**src/rtl/matrix_4x4_row_product_core_assert.svh**
```systemverilog
// Assertion macros for the 4x4 matrix row product core.
`ifndef MATRIX_4X4_ROW_PRODUCT_CORE_ASSERT_SVH
`define MATRIX_4X4_ROW_PRODUCT_CORE_ASSERT_SVH

`ifndef SYNTHESIS

`define MRP_ASSERT_SAME(label, clk, rst, ante, cons) \
  label: assert property (@(posedge clk) disable iff (rst) (ante) |-> (cons)) \
    else $error("same-cycle check failed");

`define MRP_ASSERT_NEXT(label, clk, rst, ante, cons) \
  label: assert property (@(posedge clk) disable iff (rst) (ante) |=> (cons)) \
    else $error("next-cycle check failed");

`else

`define MRP_ASSERT_SAME(label, clk, rst, ante, cons)

`define MRP_ASSERT_NEXT(label, clk, rst, ante, cons)

`endif

`endif

```
**src/rtl/mrp_pkg.sv**
```systemverilog
// Shared types and constants for the 4x4 matrix row product core.
package mrp_pkg;

  localparam int FIELD_W = 32;
  localparam int ROW_W = 2;
  localparam int N = 4;
  localparam int DATA_WIDTH_DEF = 32;
  localparam int FRAC_BITS_DEF = 16;

  localparam logic OP_LOAD = 1'b0;
  localparam logic OP_MUL = 1'b1;

  typedef struct packed {
    logic opcode;
    logic [ROW_W-1:0] row_index;
    logic signed [FIELD_W-1:0] elem0;
    logic signed [FIELD_W-1:0] elem1;
    logic signed [FIELD_W-1:0] elem2;
    logic signed [FIELD_W-1:0] elem3;
  } in_word_t;

  typedef struct packed {
    logic [ROW_W-1:0] out_row;
    logic signed [FIELD_W-1:0] prod0;
    logic signed [FIELD_W-1:0] prod1;
    logic signed [FIELD_W-1:0] prod2;
    logic signed [FIELD_W-1:0] prod3;
  } out_word_t;

  typedef struct packed {
    logic mul;
    logic sum;
    logic res;
  } pipe_en_t;

endpackage

```
**src/rtl/mrp_matrix.sv**
```systemverilog
// Register storage for the right-hand matrix, written one row at a time.
module mrp_matrix #(
  parameter int OP_W = mrp_pkg::FIELD_W
) (
  input  logic clk,
  input  logic rst,
  input  logic wr_en,
  input  logic [mrp_pkg::ROW_W-1:0] wr_row,
  input  logic [mrp_pkg::N-1:0][OP_W-1:0] wr_data,
  output logic [mrp_pkg::N-1:0][mrp_pkg::N-1:0][OP_W-1:0] entries
);

  logic [mrp_pkg::N-1:0][mrp_pkg::N-1:0][OP_W-1:0] mat;

  always_ff @(posedge clk) begin
    if (rst) begin
      mat <= '0;
    end else if (wr_en) begin
      mat[wr_row] <= wr_data;
    end
  end

  assign entries = mat;

endmodule

```
**config.mk**
```make
export PLATFORM = sky130hd
export DESIGN_NAME = mrp_matrix
export DESIGN_NICKNAME = d
export VERILOG_FILES = /design/src/rtl/matrix_4x4_row_product_core_assert.svh /design/src/rtl/mrp_pkg.sv /design/src/rtl/mrp_matrix.sv
export SDC_FILE = /design/constraint.sdc
export NUM_CORES = 1
export LEC_CHECK = 0
export BUFFER_PORTS_ARGS = -buffer_cell sky130_fd_sc_hd__buf_2
export CORE_AREA = 2 2 253 255
export DETAILED_ROUTE_END_ITERATION = 10
export DIE_AREA = 0 0 255 257
export PLACE_DENSITY_LB_ADDON = 0.25
export SETUP_SLACK_MARGIN = 0.1
export SYNTH_ARGS = -nofsm -noshare
export SYNTH_HDL_FRONTEND = slang
export SYNTH_SLANG_ARGS = --single-unit
```
**constraint.sdc**
```tcl
create_clock -name clk -period 0.8 [get_ports clk]
set_input_delay 0 -clock clk [delete_from_list [all_inputs] [get_ports clk]]
set_output_delay 0 -clock clk [all_outputs]
set_load 0.05 [all_outputs]
```
Yosys cells after proc, flatten, opt, wreduce, memory -nomap -nowiden

Index checks and enable logic that the tools add are counted.
W data, S select, Z words.

Flip-flop bits (word level): 512
Output and inout bits: 512
Logic and storage cells: 22
Bits of input ports: 133

Muxes and demuxes: 3
$lt $le $gt $ge: 2
Reductions and logical operators: 1

Operators with widths:

| kind                 | number |
|---|---|
| $bwmux W512          | 1 |
| $demux W128 S2       | 1 |
| $mux W128            | 1 |
| $lt A2 B3 Y1 const B | 1 |
| $ge A2 B1 Y1 const B | 1 |
| $logic_and A1 B1 Y1  | 1 |

Depth between registers and ports, before layout

Depth after elaboration: 5
Mapped depth: 5
Depth with buffers taken out: 2

Worst setup path after synthesis

No wires, ideal clock.

Kind: register to register
From: reg mat (netlist bit entries[128])
To: reg mat (netlist bit entries[128])
Data required time: 0.728 ns
Stages on the path, launching flop included: 3
Path buffers: 0
Setup time: 0.072 ns
Clock period less this slack: 0.888 ns
Data arrival time: 0.817 ns
Path slack: -0.088 ns
Path through: dfxtp_1 -> nand2b_1 -> mux2i_1

Cells in the longest elaborated chain, start to end: 1

Ends and longest elaborated chain:

| what                              | RTL line         | RTL |
|---|---|---|
| from (decl)                       | mrp_matrix.sv:13 | `logic [mrp_pkg::N-1:0][mrp_pkg::N-1:0][OP_W-1:0] mat;` |
| from (signal, indexed assignment) | mrp_matrix.sv:19 | `mat[wr_row] <= wr_data;` |
| $bwmux W512                       | mrp_matrix.sv:19 |  |

No other way between the ends.
A chain may end at the register's enable or synchronous reset.

Worst setup path in the final report

From: reg mat (netlist bit entries[472])
To: out entries[472] in the netlist's numbering

RTL lines:

| what      | RTL line         | RTL |
|---|---|---|
| to (decl) | mrp_matrix.sv:10 | `output logic [mrp_pkg::N-1:0][mrp_pkg::N-1:0][OP_W-1:0] entries` |

No word-level cell between the ends.

==> run summary <==
Largest net degree at the start of global routing = 51
Gr ovfl total = 0
Area growth syn-to-layout = 83.44%
Met3 Track Usage GR = 5.654%
Worst ir drop on vdd = 1.663 mV
Area contributors post-synth = dfxtp_1 51%, mux2i_1 26%, nand2b_1 20%
Input/output buffers = 644
Total GRT Usage = 20.46%
Total Nets Final = 2868
Clock latency on the worst-skew pair = 590 ps
DRT antenna net count = 0
Required @ worst endpoint = 800 ps
Final hold viol count = 35
Failing checks = negative hold slack, negative setup slack
Crit path capture = entries[472]
Crit path buf inv count = 1
Syn Std Cell Area = 0.02009 mm²
Post-DP HPWL = 47660 µm
DRT iter0 DRCs = 580
Area share of fa/ha/maj cells after synthesis = 0%
Seq pwr share = 41.6%
CP Cell Sequence = buf_8
FF-to-FF path depth = 4
Achievable Freq = 898.7 MHz
Via count = 16360
Post-Synth Simple-Gate Area = 20.17%
Reg clk slew, reported paths = 60 ps
Antenna violations before repair = 1
Avg WL per Cell = 19.28 µm
HP Class = in -> reg
Width of the die = 255 µm
Syn_nets = 1930
Initial Utilization = 32.03%
CP Capture Type = output pin
Share of the yosys chip area belonging to registers = 51.01%
Max Cap Viol = 0
Critical-path top delay cell = dfxtp_2
CTS tree = yes
Layout cells sized above 1 = 57.17%
Number of buffers created by CTS = 55
Setup WS post-layout = -312.7 ps
Synth Area in Compound Gates = 0%
Multiplexer share of the synthesized area = 25.50%
Main synth FF type = dfxtp_1
CTS HTree Levels = 2
Setup TNS = -146870 ps
Pwr dens = 1750 mW/mm²
Logic pwr share = 18.0%
LEAKAGE = 17.09 nW
Xor/xnor share of the synthesized area = 0%
CTS Sinks = 512
R2R Setup Slk = -30 ps
Clk pwr share = 40.5%
Post-Route WL = 69960 µm
Final slew viol count = 0
Slew headroom = 80.08%
Largest delay share family, worst path = flip-flops
DP Cell Count = 3276
Total net switching power = 17.62 mW
Clock buffer depth = 3
Critical path fanouts, max = 2
Vias in the first global route = 17430
Sw Ratio = 27.32%
Vias per Instance = 4.510
# setup viols final = 514
Placer Congestion = 0.8159
Final hold slack = -50.00 ps
Row cnt = 92
Ys Warns = 0
CP Launch Point = entries[472]$_SDFFE_PP0P_
Yosys top cell by area = dfxtp_1
Clock Skew = 0 ps
RSZ-0062 raised after global routing = true
Final Non-Filler Cells = 3628
Post-synth EDFFs = 0
Wire length of the first global-routing pass = 104500 µm
Most frequent cells after synthesis = 640 x nand2b_1, 512 x dfxtp_1, 512 x mux2i_1, 64 x clkbuf_1, 31 x buf_2
Slowest stage delay, CP = 370 ps
Syn Inst Count = 1797
Count leader, synth = nand2b_1
Critical path arrival = 1110 ps
Met1 Use GR = 22.49%
Max reg flops = 512
# DRC = 0
Min-delay src = rst
Final worst path period share = 139.1%
Worst r2r src = entries[6]$_SDFFE_PP0P_
Pint = 46.88 mW
Core Area = 0.06274 mm²
Asr flop ratio synth = 0%
WS Path Type = reg -> out
Number of distinct library cells after synthesis = 13
Layer carrying the most global-route usage = met2
Die Span Y = 257 µm
Startpoint types = register
Die area = 0.06554 mm²
Worst r2r dst = entries[6]$_SDFFE_PP0P_
Ports = 645
Share of the synthesized area in the top cell type = 51.01%
TritonRoute pass-1 iters = 6
Largest family of logic cells by synthesized area = multiplexers
Worst path depth = 1
Root buffer cell = clkbuf_16
Met2 global-route usage = 36.48%
Synthesized flop and latch total = 512
Status = finished with violations
Worst-margin pin slew = 298.8 ps
Tmin final = 1113 ps
Avg Inst Size Synth = 11.18 µm²
[power by group through the flow]
stage	Sequential [mW]	Combinational, mW	Clock (mW)
floorplan	30.1	3.06	0
global placement	26.9	8.74	0
detailed placement	26.9	8.82	0
CTS	26.8	11.3	26.7
global route	26.9	12.1	27.8
finish	26.8	11.6	26.1
[repair_timing]
action | 4_1_cts | 5_1_grt
setup buffers | 61 | 69
hold buffers | 129 | 1
hold endpoints to repair | 512 | 21
resized for setup | 1540 | 124
setup endpoints to repair | 512 | 582
[cell usage in the layout (no fill, tap or decap)]
| master | instances |
|---|---|
| clkbuf_16 | 58 |
| nand2b_1 | 531 |
| inv_8 | 1 |
| buf_12 | 87 |
| clkbuf_1 | 14 |
| nand3_4 | 1 |
| clkinv_1 | 2 |
| inv_6 | 1 |
| buf_8 | 455 |
| nand3b_1 | 2 |
| mux2i_1 | 511 |
| clkinv_4 | 1 |
| buf_6 | 68 |
| or3b_1 | 1 |
| clkinv_2 | 11 |
| clkbuf_8 | 10 |
| nor3b_4 | 1 |
| nand2b_4 | 109 |
| and3b_1 | 1 |
| diode_2 | 1 |
| dlygate4sd3_1 | 129 |
| mux2i_2 | 1 |
| dfxtp_4 | 283 |
| dfxtp_2 | 229 |
| bufinv_16 | 4 |
| buf_4 | 138 |
| buf_2 | 131 |
| clkinvlp_4 | 1 |
[per-stage QoR]
step | utilization, % | worst slack (ps) | instance area (µm²) | hold WS (ps) | power, mW
finish | 58.76 | -312.7 | 36860 | -50.00 | 64.50
global route | 58.76 | -361.1 | 36860 | -64.24 | 66.71
CTS | 57.18 | -360.6 | 35870 | -80.73 | 64.76
detailed placement | 43.17 | -404.0 | 27080 | 296.6 | 35.76
global placement | 43.17 | -351.5 | 27080 | 290.8 | 35.65
floorplan | - | -77.43 | 22500 | 150.7 | 33.15
[how the worst min path moves through the flow]
stage	slack (ps)	depth (start not counted)	endpoint
after global routing	-60	4	entries[116]$_SDFFE_PP0P_
after global placement	290	3	entries[176]$_SDFFE_PP0P_
after detailed placement	300	3	entries[340]$_SDFFE_PP0P_
after floorplan	150	2	entries[269]$_SDFFE_PP0P_
after CTS	-80	4	entries[110]$_SDFFE_PP0P_
final	-50	4	entries[110]$_SDFFE_PP0P_
[final cells by class]
class | instances | area (µm²)
Clock inverter | 21 | 219.0
Multi-Input combinational cell | 1158 | 10020
Sequential cell | 512 | 11600
Timing Repair Buffer | 1008 | 12320
Antenna cell | 1 | 2.502
Tap cell | 846 | 1059
Fill cell | 4716 | 25870
Clock buffer | 82 | 1642
[routing by layer]
| layer | vias to the layer above | share of wire, % |
|---|---|---|
| li1 | 7822 | - |
| met1 | 7894 | 38 |
| met2 | 489 | 51 |
| met3 | 156 | 6.4 |
| met4 | 0 | 4.5 |
| met5 | - | 0 |
[cell families after synthesis]
family / count (synthesis)
flops: 512
buf+inv: 127
simple gates: 646
mux: 512
(Power assumes the default switching activity.)
